**src/rtl/dstq_pkg.sv**
```systemverilog
// shared types and codes for the deadline sorted task queue
package dstq_pkg;

  localparam int unsigned ID_W     = 32;
  localparam int unsigned DL_W     = 32;
  localparam int unsigned CT_W     = 32;
  localparam int unsigned STATUS_W = 2;
  localparam int unsigned OCC_W    = 5;

  // operation carried by an input transaction
  typedef enum logic {
    MODE_INSERT = 1'b0,
    MODE_DELETE = 1'b1
  } mode_t;

  // result status codes
  typedef enum logic [STATUS_W-1:0] {
    STATUS_DONE      = 2'd0,
    STATUS_FULL      = 2'd1,
    STATUS_NOT_FOUND = 2'd2
  } status_t;

  // one stored queue entry
  typedef struct packed {
    logic [ID_W-1:0] task_id;
    logic [DL_W-1:0] deadline;
    logic [CT_W-1:0] created_at;
  } entry_t;

  localparam int unsigned ENTRY_W = $bits(entry_t);

endpackage : dstq_pkg

```
**src/rtl/dstq_if.sv**
```systemverilog
// valid/ready channel interfaces for task requests and queue results
interface dstq_in_if;
  logic                        valid;
  logic                        ready;
  logic                        mode;
  logic [dstq_pkg::ID_W-1:0]   task_id;
  logic [dstq_pkg::DL_W-1:0]   deadline;
  logic [dstq_pkg::CT_W-1:0]   created_at;

  modport source (output valid, mode, task_id, deadline, created_at, input ready);
  modport sink   (input valid, mode, task_id, deadline, created_at, output ready);
endinterface : dstq_in_if

interface dstq_out_if;
  logic                          valid;
  logic                          ready;
  logic [dstq_pkg::STATUS_W-1:0] status;
  logic                          head_valid;
  logic [dstq_pkg::ID_W-1:0]     head_task_id;
  logic [dstq_pkg::DL_W-1:0]     head_deadline;
  logic [dstq_pkg::CT_W-1:0]     head_created_at;
  logic [dstq_pkg::OCC_W-1:0]    occupancy;

  modport source (output valid, status, head_valid, head_task_id, head_deadline,
                  head_created_at, occupancy, input ready);
  modport sink   (input valid, status, head_valid, head_task_id, head_deadline,
                  head_created_at, occupancy, output ready);
endinterface : dstq_out_if

```
**src/rtl/dstq_ram.sv**
```systemverilog
// generic single write port, single read port ram with registered read
module dstq_ram #(
  parameter int unsigned WIDTH = 8,
  parameter int unsigned DEPTH = 16
) (
  input  logic                                    clk,
  input  logic                                    wr_en,
  input  logic [(DEPTH > 1 ? $clog2(DEPTH) : 1)-1:0] wr_addr,
  input  logic [WIDTH-1:0]                        wr_data,
  input  logic [(DEPTH > 1 ? $clog2(DEPTH) : 1)-1:0] rd_addr,
  output logic [WIDTH-1:0]                        rd_data
);

  logic [WIDTH-1:0] mem [DEPTH];

  // write port
  always_ff @(posedge clk) begin
    if (wr_en) begin
      mem[wr_addr] <= wr_data;
    end
  end

  // registered read port
  always_ff @(posedge clk) begin
    rd_data <= mem[rd_addr];
  end

endmodule : dstq_ram

```
**src/rtl/deadline_sorted_task_queue.sv**
```systemverilog
// top level of the deadline sorted task queue
// Keeps up to QUEUE_DEPTH tasks in one entry RAM, sorted by ascending deadline; an insert
// goes ahead of entries with an equal or later deadline, a delete removes the first entry
// with the given task id, and every transaction returns one result with the status, the
// head entry and the occupancy. One request is worked at a time: an insert walks from the
// tail toward its place, moving each later entry up one place, and writes the new entry
// there; a delete walks the whole queue from the first entry; a full insert or a delete
// on an empty queue finishes with no walk. The walk reads one entry per read state and
// compare state through the single registered read port of the entry RAM and the one
// shared comparator. The input is not ready during a walk; a finished result waits in the
// output register while the next request is taken.
module deadline_sorted_task_queue #(
  parameter int unsigned QUEUE_DEPTH = 16
) (
  input logic       clk,
  input logic       rst_n,
  dstq_in_if.sink   in_chan,
  dstq_out_if.source out_chan
);
  import dstq_pkg::*;

  localparam int unsigned AW = (QUEUE_DEPTH > 1) ? $clog2(QUEUE_DEPTH) : 1;
  localparam int unsigned CW = $clog2(QUEUE_DEPTH + 1);
  localparam logic [CW-1:0] DEPTH_C = CW'(QUEUE_DEPTH);

  // sequencer states
  typedef enum logic [5:0] {
    ST_IDLE    = 6'b000001,
    ST_INS_RD  = 6'b000010,
    ST_INS_CMP = 6'b000100,
    ST_INS_WR  = 6'b001000,
    ST_DEL_RD  = 6'b010000,
    ST_DEL_CMP = 6'b100000
  } state_t;

  state_t        state_r, state_nxt;
  logic          finish_r, finish_nxt;
  logic [CW-1:0] count_r, count_nxt;
  logic [CW-1:0] idx_r, idx_nxt;
  logic          found_r, found_nxt;
  status_t       status_r, status_nxt;
  entry_t        req_r, req_nxt;
  entry_t        head_r;

  logic          out_valid_r, out_valid_nxt;
  status_t       out_status_r;
  logic [CW-1:0] out_count_r;
  entry_t        out_head_r;

  logic          wr_en;
  logic [AW-1:0] wr_addr;
  entry_t        wr_data;
  logic [AW-1:0] rd_addr;
  entry_t        rd_data;
  logic [CW-1:0] idx_dec;
  logic [CW-1:0] idx_inc;
  logic          cmp_hit;
  logic          in_fire;
  logic          out_fire;
  logic          out_load;

  assign in_fire  = in_chan.valid && in_chan.ready;
  assign out_fire = out_valid_r && out_chan.ready;
  assign out_load = finish_r && (!out_valid_r || out_chan.ready);
  assign idx_dec  = idx_r - 1'b1;
  assign idx_inc  = idx_r + 1'b1;

  // entry storage
  dstq_ram #(
    .WIDTH (ENTRY_W),
    .DEPTH (QUEUE_DEPTH)
  ) u_entry_ram (
    .clk     (clk),
    .wr_en   (wr_en),
    .wr_addr (wr_addr),
    .wr_data (wr_data),
    .rd_addr (rd_addr),
    .rd_data (rd_data)
  );

  // shared comparator: deadline order on insert, id match on delete
  always_comb begin
    if (state_r == ST_DEL_CMP) begin
      cmp_hit = (rd_data.task_id == req_r.task_id);
    end else begin
      cmp_hit = (rd_data.deadline >= req_r.deadline);
    end
  end

  // sequencer
  always_comb begin
    state_nxt  = state_r;
    finish_nxt = finish_r;
    count_nxt  = count_r;
    idx_nxt    = idx_r;
    found_nxt  = found_r;
    status_nxt = status_r;
    req_nxt    = req_r;
    wr_en      = 1'b0;
    wr_addr    = idx_r[AW-1:0];
    wr_data    = req_r;
    rd_addr    = idx_r[AW-1:0];

    if (out_load) begin
      finish_nxt = 1'b0;
    end

    case (state_r)
      ST_IDLE: begin
        if (in_fire) begin
          req_nxt.task_id    = in_chan.task_id;
          req_nxt.deadline   = in_chan.deadline;
          req_nxt.created_at = in_chan.created_at;
          found_nxt          = 1'b0;
          status_nxt         = STATUS_DONE;
          if (mode_t'(in_chan.mode) == MODE_INSERT) begin
            if (count_r == DEPTH_C) begin
              status_nxt = STATUS_FULL;
              finish_nxt = 1'b1;
            end else begin
              idx_nxt   = count_r;
              state_nxt = (count_r == '0) ? ST_INS_WR : ST_INS_RD;
            end
          end else begin
            if (count_r == '0) begin
              status_nxt = STATUS_NOT_FOUND;
              finish_nxt = 1'b1;
            end else begin
              idx_nxt   = '0;
              state_nxt = ST_DEL_RD;
            end
          end
        end
      end
      ST_INS_RD: begin
        rd_addr   = idx_dec[AW-1:0];
        state_nxt = ST_INS_CMP;
      end
      ST_INS_CMP: begin
        wr_en = 1'b1;
        if (cmp_hit) begin
          // entry below moves up one place
          wr_data   = rd_data;
          idx_nxt   = idx_dec;
          state_nxt = (idx_dec == '0) ? ST_INS_WR : ST_INS_RD;
        end else begin
          count_nxt  = count_r + 1'b1;
          finish_nxt = 1'b1;
          state_nxt  = ST_IDLE;
        end
      end
      ST_INS_WR: begin
        wr_en      = 1'b1;
        count_nxt  = count_r + 1'b1;
        finish_nxt = 1'b1;
        state_nxt  = ST_IDLE;
      end
      ST_DEL_RD: begin
        state_nxt = ST_DEL_CMP;
      end
      ST_DEL_CMP: begin
        // after the match every entry moves down one place
        if (found_r) begin
          wr_en   = 1'b1;
          wr_addr = idx_dec[AW-1:0];
          wr_data = rd_data;
        end else if (cmp_hit) begin
          found_nxt = 1'b1;
        end
        idx_nxt = idx_inc;
        if (idx_inc == count_r) begin
          if (found_r || cmp_hit) begin
            count_nxt = count_r - 1'b1;
          end else begin
            status_nxt = STATUS_NOT_FOUND;
          end
          finish_nxt = 1'b1;
          state_nxt  = ST_IDLE;
        end else begin
          state_nxt = ST_DEL_RD;
        end
      end
      default: begin
        state_nxt = ST_IDLE;
      end
    endcase
  end

  assign in_chan.ready = (state_r == ST_IDLE) && !finish_r;

  // output register
  always_comb begin
    out_valid_nxt = out_valid_r;
    if (out_fire) begin
      out_valid_nxt = 1'b0;
    end
    if (out_load) begin
      out_valid_nxt = 1'b1;
    end
  end

  // control registers
  always_ff @(posedge clk) begin
    if (!rst_n) begin
      state_r     <= ST_IDLE;
      finish_r    <= 1'b0;
      count_r     <= '0;
      found_r     <= 1'b0;
      out_valid_r <= 1'b0;
    end else begin
      state_r     <= state_nxt;
      finish_r    <= finish_nxt;
      count_r     <= count_nxt;
      found_r     <= found_nxt;
      out_valid_r <= out_valid_nxt;
    end
  end

  // working and payload registers
  always_ff @(posedge clk) begin
    idx_r    <= idx_nxt;
    status_r <= status_nxt;
    req_r    <= req_nxt;
    // head copy follows every write to the first slot
    if (wr_en && (wr_addr == '0)) begin
      head_r <= wr_data;
    end
    if (out_load) begin
      out_status_r <= status_r;
      out_count_r  <= count_r;
      out_head_r   <= head_r;
    end
  end

  assign out_chan.valid           = out_valid_r;
  assign out_chan.status          = out_status_r;
  assign out_chan.head_valid      = (out_count_r != '0);
  assign out_chan.head_task_id    = (out_count_r != '0) ? out_head_r.task_id : '0;
  assign out_chan.head_deadline   = (out_count_r != '0) ? out_head_r.deadline : '0;
  assign out_chan.head_created_at =
    (out_count_r != '0) ? out_head_r.created_at : '0;
  assign out_chan.occupancy       = OCC_W'(out_count_r);

  // occupancy never passes the queue depth
  a_count_bound: assert property (@(posedge clk) disable iff (!rst_n)
    count_r <= DEPTH_C)
    else $error("entry count above queue depth");

  // occupancy moves by one at most per cycle
  a_count_step: assert property (@(posedge clk) disable iff (!rst_n)
    (state_r != ST_IDLE) |=>
      (count_r == $past(count_r) || count_r == $past(count_r) + 1'b1 ||
       count_r + 1'b1 == $past(count_r)))
    else $error("entry count jumped");

  // delete walk stays inside the occupied entries
  a_del_walk: assert property (@(posedge clk) disable iff (!rst_n)
    (state_r == ST_DEL_CMP) |-> (idx_r < count_r))
    else $error("delete walk past occupied entries");

  // insert into a full queue is dropped with the full status
  a_full_drop: assert property (@(posedge clk) disable iff (!rst_n)
    (in_fire && mode_t'(in_chan.mode) == MODE_INSERT && count_r == DEPTH_C) |=>
      (finish_r && status_r == STATUS_FULL && count_r == DEPTH_C))
    else $error("full insert not dropped");

endmodule : deadline_sorted_task_queue
```
**src/flat_wrapper.sv**
```systemverilog
// flat-port wrapper written by rule: the top's interface ports become plain ports
module deadline_sorted_task_queue_flat import dstq_pkg::*;
#(
  parameter int unsigned QUEUE_DEPTH = 16
)
  (clk, rst_n, in_chan_valid, in_chan_mode, in_chan_task_id, in_chan_deadline, in_chan_created_at, in_chan_ready, out_chan_valid, out_chan_status, out_chan_head_valid, out_chan_head_task_id, out_chan_head_deadline, out_chan_head_created_at, out_chan_occupancy, out_chan_ready);
  dstq_in_if in_chan_i ();
  dstq_out_if out_chan_i ();
  input logic clk;
  input logic rst_n;
  input wire logic [$bits(in_chan_i.valid)-1:0] in_chan_valid;
  input wire logic [$bits(in_chan_i.mode)-1:0] in_chan_mode;
  input wire logic [$bits(in_chan_i.task_id)-1:0] in_chan_task_id;
  input wire logic [$bits(in_chan_i.deadline)-1:0] in_chan_deadline;
  input wire logic [$bits(in_chan_i.created_at)-1:0] in_chan_created_at;
  output wire logic [$bits(in_chan_i.ready)-1:0] in_chan_ready;
  output wire logic [$bits(out_chan_i.valid)-1:0] out_chan_valid;
  output wire logic [$bits(out_chan_i.status)-1:0] out_chan_status;
  output wire logic [$bits(out_chan_i.head_valid)-1:0] out_chan_head_valid;
  output wire logic [$bits(out_chan_i.head_task_id)-1:0] out_chan_head_task_id;
  output wire logic [$bits(out_chan_i.head_deadline)-1:0] out_chan_head_deadline;
  output wire logic [$bits(out_chan_i.head_created_at)-1:0] out_chan_head_created_at;
  output wire logic [$bits(out_chan_i.occupancy)-1:0] out_chan_occupancy;
  input wire logic [$bits(out_chan_i.ready)-1:0] out_chan_ready;
  assign in_chan_i.valid = in_chan_valid;
  assign in_chan_i.mode = in_chan_mode;
  assign in_chan_i.task_id = in_chan_task_id;
  assign in_chan_i.deadline = in_chan_deadline;
  assign in_chan_i.created_at = in_chan_created_at;
  assign in_chan_ready = in_chan_i.ready;
  assign out_chan_valid = out_chan_i.valid;
  assign out_chan_status = out_chan_i.status;
  assign out_chan_head_valid = out_chan_i.head_valid;
  assign out_chan_head_task_id = out_chan_i.head_task_id;
  assign out_chan_head_deadline = out_chan_i.head_deadline;
  assign out_chan_head_created_at = out_chan_i.head_created_at;
  assign out_chan_occupancy = out_chan_i.occupancy;
  assign out_chan_i.ready = out_chan_ready;
  deadline_sorted_task_queue #(.QUEUE_DEPTH(QUEUE_DEPTH)) u_core (.clk(clk), .rst_n(rst_n), .in_chan(in_chan_i), .out_chan(out_chan_i));
endmodule
```
**config.mk**
```make
export PLATFORM = sky130hd
export DESIGN_NAME = deadline_sorted_task_queue_flat
export DESIGN_NICKNAME = d
export VERILOG_FILES = /design/src/rtl/dstq_pkg.sv /design/src/rtl/dstq_if.sv /design/src/rtl/dstq_ram.sv /design/src/rtl/deadline_sorted_task_queue.sv /design/src/flat_wrapper.sv
export SDC_FILE = /design/constraint.sdc
export NUM_CORES = 2
export LEC_CHECK = 0
export BUFFER_PORTS_ARGS = -buffer_cell sky130_fd_sc_hd__buf_4
export CORE_ASPECT_RATIO = 1.2
export CORE_UTILIZATION = 46
export CTS_BUF_LIST = sky130_fd_sc_hd__clkbuf_2 sky130_fd_sc_hd__clkbuf_4 sky130_fd_sc_hd__clkbuf_8
export DETAILED_ROUTE_END_ITERATION = 7
export GPL_TIMING_DRIVEN = 0
export SETUP_SLACK_MARGIN = 0.3
export SLEW_MARGIN = 5
export SYNTH_ARGS = -nofsm -noshare
export SYNTH_HDL_FRONTEND = slang
export SYNTH_SLANG_ARGS = --single-unit
```
**constraint.sdc**
```tcl
create_clock -name clk -period 18.94 [get_ports clk]
set_clock_uncertainty 0.05 [all_clocks]
set_input_delay 3.788 -clock clk [delete_from_list [all_inputs] [get_ports clk]]
set_output_delay 3.788 -clock clk [all_outputs]
set_load 0.01 [all_outputs]
```
# [Word level (Yosys, flattened, before mapping)]
# Memories as Yosys holds them, arrays and structs flattened. A register that Yosys moved wholly into a read port is not among the register bits.
# Cells that the tools add are included.
[word_totals] ram_bits=1536 word_cells=119 output_inout_bits=106 n_memories=1 reg_bits=316 inputBits=101
[memory_table] memory="u_core.u_entry_ram.mem" words=16 width=96 rd=1 rd_clocked_by_memory_dff=1 write_ports=1 line="dstq_ram.sv:14" text="logic [WIDTH-1:0] mem [DEPTH];"
[op_classes] n_mux=54 reduce_logical=24 addsub=4 n_lt_le_gt_ge=1 eq_ne=17
[op_table] cell="96-bit 2-to-1 mux" count=2
[op_table] cell="96-bit one-hot mux with 2 select lines" count=1
[op_table] cell="32-bit 2-to-1 mux" count=3
[op_table] cell="5-bit 2-to-1 mux" count=9
[op_table] cell="32-bit == test" count=1
[op_table] cell="32-bit greater-or-equal comparator" count=1
[op_table] cell="6-bit 2-to-1 mux" count=5
[op_table] cell="5-bit one-hot mux with 3 select lines" count=2
[op_table] cell="6-bit one-hot mux with 5 select lines" count=1
[op_table] cell="4-bit 2-to-1 mux" count=5
[op_table] cell="1-bit 2-to-1 mux" count=17
[op_table] cell="5-bit by 1-bit adder with 5-bit output (second input constant)" count=2
[op_table] cell="5-bit zero test" count=2
[op_table] cell="2-bit 2-to-1 mux" count=5
[op_table] cell="5-bit by 1-bit subtractor with 5-bit output (second input constant)" count=2
[op_table] cell="2-bit != test (second input constant)" count=4
[op_table] cell="4-bit AND reduction" count=2
[op_table] cell="6-bit by 1-bit == test with 1-bit output (second input constant)" count=1
[op_table] cell="6-bit by 2-bit == test with 1-bit output (second input constant)" count=1
[op_table] cell="6-bit by 3-bit == test with 1-bit output (second input constant)" count=1
[op_table] cell="6-bit by 4-bit == test with 1-bit output (second input constant)" count=1
[op_table] cell="6-bit by 5-bit == test with 1-bit output (second input constant)" count=1
[op_table] cell="6-bit == test (second input constant)" count=1
[op_table] cell="3-bit != test (second input constant)" count=2
[op_table] cell="other kinds (17)" count=28

# [Longest topological paths before layout]
[logic_depth] word_depth=8 mapped_depth=12 mapped_depth_nobuf=9

# [Cells and area by module]
# A second synthesis with hierarchy kept.
[unflattened] cells_unflattened=3322 area_unflattened_um2=72791.1
[modules_own_cells] module="dstq_ram" area_per_inst_um2=59355.7 instances=1 seq_area_each_um2=48046.1 cells_each=2460
[modules_own_cells] module="deadline_sorted_task_queue" area_per_inst_um2=13435.4 instances=1 seq_area_each_um2=9349.0 cells_each=862

# [Least setup slack after synthesis]
# No wires, ideal clock.
[synth_path] path_type="input to register" start="in out_chan_ready" end="reg u_core.out_count_r[0] (netlist: u_core.out_chan.occupancy[0]), enable pin" setup_time_ns=0.578 cell_stages=2 t_arrival_ns=8.414 path_buffers=0 setup_slack_ns=9.898 required_time_ns=18.312 path_cell_list="nor2b_1 -> nor2b_1"
[synth_between] elab_chain_len=2
[synth_rtl] item="start, declared" line="flat_wrapper.sv:24" text="input wire logic [$bits(out_chan_i.ready)-1:0] out_chan_ready;"
[synth_rtl] item="1-bit logical OR" line="deadline_sorted_task_queue.sv:64" text="assign out_load = finish_r && (!out_valid_r || out_chan.ready);"
[synth_rtl] item="1-bit logical AND" line="deadline_sorted_task_queue.sv:64"
[synth_rtl] item="net u_core.out_load" line="deadline_sorted_task_queue.sv:60" text="logic out_load;"
[synth_rtl] item="end signal, assigned" line="deadline_sorted_task_queue.sv:230" text="out_count_r <= count_r;"
[synth_rtl] item="end, declared" line="deadline_sorted_task_queue.sv:47" text="logic [CW-1:0] out_count_r;"
# The timed path passes the listed nets, and every way through them passes these cells.
# A chain may end at the register's enable or synchronous reset.

# [Worst setup path after layout]
[layout_path] start="reg u_core.out_count_r[0] (netlist: u_core.out_chan.occupancy[0])" end="out out_chan_head_deadline[25]"
[layout_between] elab_chain_len=2
[layout_rtl] item="5-bit nonzero test" line="deadline_sorted_task_queue.sv:239" text="assign out_chan.head_deadline = (out_count_r != '0) ? out_head_r.deadline : '0;"
[layout_rtl] item="32-bit 2-to-1 mux" line="deadline_sorted_task_queue.sv:239"
[layout_rtl] item="end, declared" line="flat_wrapper.sv:21" text="output wire logic [$bits(out_chan_i.head_deadline)-1:0] out_chan_head_deadline;"
# No other way between the ends.

==> flow_summary.html <==
<table>
<tr><th>Metric</th><th>Value</th></tr>
<tr><th colspan="2">Global routing</th></tr>
<tr><td>Pin count of the biggest net entering global routing</td><td>57</td></tr>
<tr><td>Antenna violations before repair</td><td>3</td></tr>
<tr><td>Residual overflow from global routing</td><td>0</td></tr>
<tr><td>Vias in the first global route</td><td>36030</td></tr>
<tr><td>Wire length of the first global-routing pass</td><td>257.9 mm</td></tr>
<tr><td>Global router's overall resource usage</td><td>0.2395</td></tr>
<tr><th colspan="2">Synthesis</th></tr>
<tr><td>Synth warn</td><td>0</td></tr>
<tr><td>Average cell area after synthesis</td><td>23.24 sq um</td></tr>
<tr><td>Count of cell types in the netlist</td><td>54</td></tr>
<tr><td>Share of Yosys cell area claimed by the top area cell type</td><td>0.7484</td></tr>
<tr><td>Mapped Cells</td><td>3007</td></tr>
<tr><td>Proportion of synthesized chip area in sequential cells</td><td>0.7799</td></tr>
<tr><td>Synthesis-stage register bit count</td><td>1852</td></tr>
<tr><td>Largest cells by area after synthesis</td><td>edfxtp_1 75%, mux4_2 15%, dfxtp_1 3.2%</td></tr>
<tr><td>Number of enable-type register cells in the synthesized netlist</td><td>1742</td></tr>
<tr><td>Syn Std Cell Area</td><td>0.06989 sq mm</td></tr>
<tr><td>Net Count, Synth</td><td>3147</td></tr>
<tr><td>Top_reg_cell synth</td><td>edfxtp_1</td></tr>
<tr><td>Async S/R FF share, synth</td><td>0</td></tr>
<tr><td>Top cell type by total area after synthesis</td><td>edfxtp_1</td></tr>
<tr><th colspan="2">Setup path</th></tr>
<tr><td>Logic depth of the worst path, buffers included</td><td>7</td></tr>
<tr><td>Maximum fanout along the worst path</td><td>10</td></tr>
<tr><td>Element type at the critical path start</td><td>register</td></tr>
<tr><td>WS Path Type</td><td>register to primary output</td></tr>
<tr><td>Delay of the slowest cell on the worst path</td><td>850 ps</td></tr>
<tr><td>Worst Reg2Reg Path Length in Cells</td><td>12</td></tr>
<tr><td>Category of the worst setup path capture point</td><td>primary output</td></tr>
<tr><td>CP top delay family</td><td>buffers and inverters</td></tr>
<tr><td>Crit path DAT</td><td>4460 ps</td></tr>
<tr><td>Critical register-to-register path startpoint</td><td>u_core.req_r[48]</td></tr>
<tr><td>Number of buffer and inverter stages on the critical path</td><td>4</td></tr>
<tr><td>Most used cell, CP</td><td>clkbuf_1</td></tr>
<tr><td>Startpoint of the worst setup timing path</td><td>u_core.out_chan.occupancy[0]</td></tr>
<tr><td>Worst-path cell chain</td><td>or4_1 -&gt; nor2_2 -&gt; buf_8 -&gt; clkbuf_1 -&gt; clkbuf_1 -&gt; nor2b_1 -&gt; buf_4</td></tr>
<tr><td>Critical Path Slowest Stage Cell</td><td>clkbuf_1</td></tr>
<tr><td>Required time worst endpoint</td><td>15100 ps</td></tr>
<tr><th colspan="2">Die</th></tr>
<tr><td>Core footprint</td><td>0.1507 sq mm</td></tr>
<tr><td>Site row count</td><td>156</td></tr>
<tr><td>Die height</td><td>429 um</td></tr>
<tr><td>Width of the chip</td><td>357.8 um</td></tr>
<tr><td>Die Outline Area</td><td>0.1535 sq mm</td></tr>
<tr><td>Effective utilization at floorplan</td><td>0.4638</td></tr>
<tr><td>Boundary Pins</td><td>207</td></tr>
<tr><th colspan="2">Routing</th></tr>
<tr><td>Number of routed nets with antenna violations</td><td>0</td></tr>
<tr><td>Pre-antenna DRT Iters</td><td>5</td></tr>
<tr><td>Vias post-DR</td><td>34060</td></tr>
<tr><td>Final wirelength</td><td>181.5 mm</td></tr>
<tr><td>Post-detailed-route wirelength per cell</td><td>31.28 um</td></tr>
<tr><td>Number of violations reported at the end of detailed-routing iteration 0</td><td>3723</td></tr>
<tr><td>Number of remaining DRC errors</td><td>0</td></tr>
<tr><td>Via density per instance</td><td>5.870</td></tr>
<tr><th colspan="2">Finish</th></tr>
<tr><td>Net count of the finished layout</td><td>3747</td></tr>
<tr><td>Sequential standard cell area</td><td>0.05451 sq mm</td></tr>
<tr><td>Area grow syn2layout</td><td>17.64%</td></tr>
<tr><td>Filler Cell Count</td><td>11400</td></tr>
<tr><td>Combined area of the multi-input logic cells</td><td>0.01474 sq mm</td></tr>
<tr><td>Share of layout cells above drive strength 1</td><td>0.3738</td></tr>
<tr><th colspan="2">STA</th></tr>
<tr><td>Final Slew Violations</td><td>0</td></tr>
<tr><td>Worst relative slew slack</td><td>0.1101</td></tr>
<tr><td>Final cycle utilization of the critical path</td><td>0.4380</td></tr>
<tr><td>Setup repair after global routing missed its margin</td><td>false</td></tr>
<tr><td>Setup TNS</td><td>0 ps</td></tr>
<tr><td>Worst-margin pin slew</td><td>1335 ps</td></tr>
<tr><td>Number of hold violations in the final report</td><td>0</td></tr>
<tr><td>Maximum clock rate</td><td>0.1206 GHz</td></tr>
<tr><td>Shortest clock period the worst path allows after layout</td><td>8295 ps</td></tr>
<tr><td>Final setup violation count</td><td>0</td></tr>
<tr><th colspan="2">Clocking</th></tr>
<tr><td>Number of buffers created by CTS</td><td>302</td></tr>
<tr><td>Post CTS Setup Buffer Count</td><td>0</td></tr>
<tr><td>CTS tree</td><td>done</td></tr>
<tr><td>Clock sink count</td><td>1852</td></tr>
<tr><td>Insertion delay of the later-clocked pin in the worst-skew pair</td><td>1020 ps</td></tr>
<tr><td>Clock slew at the register clock pins of the worst setup and hold paths</td><td>60 ps</td></tr>
<tr><td>Level count of the clock H-tree</td><td>5</td></tr>
<tr><td>CTS Root Buffer Type</td><td>clkbuf_8</td></tr>
<tr><td>Number of buffers on the longest clock path</td><td>4</td></tr>
<tr><td>Hold buffer count at cts</td><td>0</td></tr>
<tr><td>Quantity of gates resized following cts</td><td>0</td></tr>
<tr><th colspan="2">Power</th></tr>
<tr><td>Gate power share</td><td>0.044</td></tr>
<tr><td>Peak supply drop</td><td>0.00006133 V</td></tr>
<tr><td>Power density relative to cell area</td><td>103.4 mW/mm^2</td></tr>
<tr><td>Internal power</td><td>6.703 mW</td></tr>
<tr><td>Switching power</td><td>1.799 mW</td></tr>
<tr><td>Overall power after layout</td><td>8.502 mW</td></tr>
<tr><td>Static power due to leakage</td><td>26.91 nW</td></tr>
<tr><td>Fraction of power consumed by the clock network</td><td>0.418</td></tr>
<tr><td>Switching power as a share of total power</td><td>0.2115</td></tr>
<tr><td>Sequential share of power</td><td>0.538</td></tr>
<tr><th colspan="2">Min path</th></tr>
<tr><td>Hold Crit Depth</td><td>0</td></tr>
<tr><td>Worst min-delay path class</td><td>register to register</td></tr>
<tr><td>Launch point of the worst hold path</td><td>u_core.status_r[1]</td></tr>
<tr><th colspan="2">Run</th></tr>
<tr><td>Reported max-cap violation count</td><td>0</td></tr>
<tr><th colspan="2">Placement</th></tr>
<tr><td>Buffers added on ports</td><td>205</td></tr>
<tr><td>GP Congestion</td><td>0.7962</td></tr>
<tr><td>HPWL after detailed placement</td><td>113.0 mm</td></tr>
<tr><th colspan="2">Outcome</th></tr>
<tr><td>Run status</td><td>finished clean</td></tr>
</table>
==> routing by layer <==
| layer | vias to the layer above | GRT usage | routed length [um] |
|---|---|---|---|
| li1 | 13850 | - | - |
| met1 | 18330 | 0.3314 | 73420 |
| met2 | 1578 | 0.3877 | 90170 |
| met3 | 300 | 0.05148 | 14330 |
| met4 | 0 | 0.06083 | 3565 |
| met5 | - | 0 | 0 |
==> per-stage QoR <==
| stage | setup slack (ps) | utilization | instances | hold WS, ps | instance area [sq um] |
|---|---|---|---|---|---|
| floorplan | 9898 | - | 3007 | 350.3 | 69890 |
| global route | 10470 | 0.5457 | 5802 | 377.7 | 82220 |
| CTS | 10450 | 0.5456 | 5801 | 368.9 | 82220 |
| finish | 10650 | 0.5457 | 5802 | 366.7 | 82220 |
| global placement | 3625 | 0.4905 | 5187 | 355.7 | 73900 |
| detailed placement | 11570 | 0.5051 | 5278 | 355.7 | 76110 |
==> synth_stat cells, types with 2 or more instances <==
cell type,instances
a21o_1,4
a21oi_1,25
a221o_1,2
a221oi_1,2
a31oi_1,6
and2_1,9
buf_1,17
buf_2,51
clkbuf_1,69
dfxtp_1,110
edfxtp_1,1742
ha_1,38
inv_1,48
mux2_2,95
mux2i_1,7
mux4_2,480
nand2_1,28
nand2b_1,3
nand3_1,10
nand3b_1,4
nand4_1,9
nor2_1,29
nor2b_1,100
nor3_1,10
nor3b_1,5
nor4_1,12
o21ai_0,14
o31ai_1,2
or3_1,2
or4_1,3
xnor2_1,19
xor2_1,30
==> placed cells by master (no fill, tap or decap), drive strengths merged, types with 2 or more instances in the layout <==
cell type	n
a21o	4
a21oi	25
a221o	2
a221oi	2
a31oi	6
and2	9
buf	365
bufinv	16
clkbuf	498
clkinv	73
clkinvlp	3
dfxtp	110
edfxtp	1742
ha	38
inv	51
mux2	95
mux2i	7
mux4	480
nand2	28
nand2b	3
nand3	10
nand3b	4
nand4	9
nor2	29
nor2b	100
nor3	10
nor3b	6
nor4	12
o21ai	14
o31ai	2
or3	2
or4	4
xnor2	19
xor2	30
==> worst reg2reg max path, delay by kind of cell (launching register included) <==
kind,cells,cell delay (ps)
DFF,1,470
AOI/OAI and AO/OA,4,1580
and+or+nand+nor,2,710
muxes,1,570
buffers and inverters,4,1630
adders and majority gates,1,200
==> power groups by stage <==
stage,clock [mW],combinational (mW),sequential (mW)
after global placement,0,0.357,4.66
after floorplan,0,0.232,4.64
final,3.56,0.375,4.57
after CTS,3.62,0.379,4.57
after global routing,3.79,0.401,4.57
after detailed placement,0,0.377,4.66
==> final cells by class <==
type | instances | area share
Tap cell | 1975 | 0.03005
Timing Repair Buffer | 296 | 0.04386
Antenna cell | 1 | 0.00003043
Clock inverter | 94 | 0.01020
Sequential cell | 1852 | 0.6630
Clock buffer | 429 | 0.06412
Inverter | 49 | 0.002298
Buffer | 138 | 0.007167
Multi-Input combinational cell | 968 | 0.1793
==> state kept, by name, summed over array words and instances (netlist names), 2 cells and up <==
name                        flops
u_core.state_r                  6
u_core.u_entry_ram.mem       1474
u_core.u_entry_ram.rd_data     96
u_core.out_chan.status          2
u_core.count_r                  5
u_core.idx_r                    5
u_core.out_head_r              96
u_core.status_r                 2
u_core.req_r                   96
u_core.out_chan.occupancy       5
u_core.head_r                  62
==> path summary, 6_finish.rpt <==
check / endpoint / slack [ps]
setup / recovery: out_chan_head_deadline[25] / 10650
hold / removal: u_core.out_chan.status[1] / 370
setup reg to reg: u_core.u_entry_ram.mem[0][29] / 13430
hold reg to reg: u_core.out_chan.status[1] / 370
==> kinds of logic (layout without fill, tap and decap cells) <==
group	count (synthesis)	after routing	share of synthesized area
compound gates	70	70	0.006338
xor+xnor	49	49	0.006140
fa+ha+maj	39	39	0.007089
buf+inv	187	1006	0.01101
flops	1852	1852	0.7799
mux	582	582	0.1710
other cells	0	1	0
simple gates	228	228	0.01851
No activity file was read; power rests on OpenSTA's default activity.
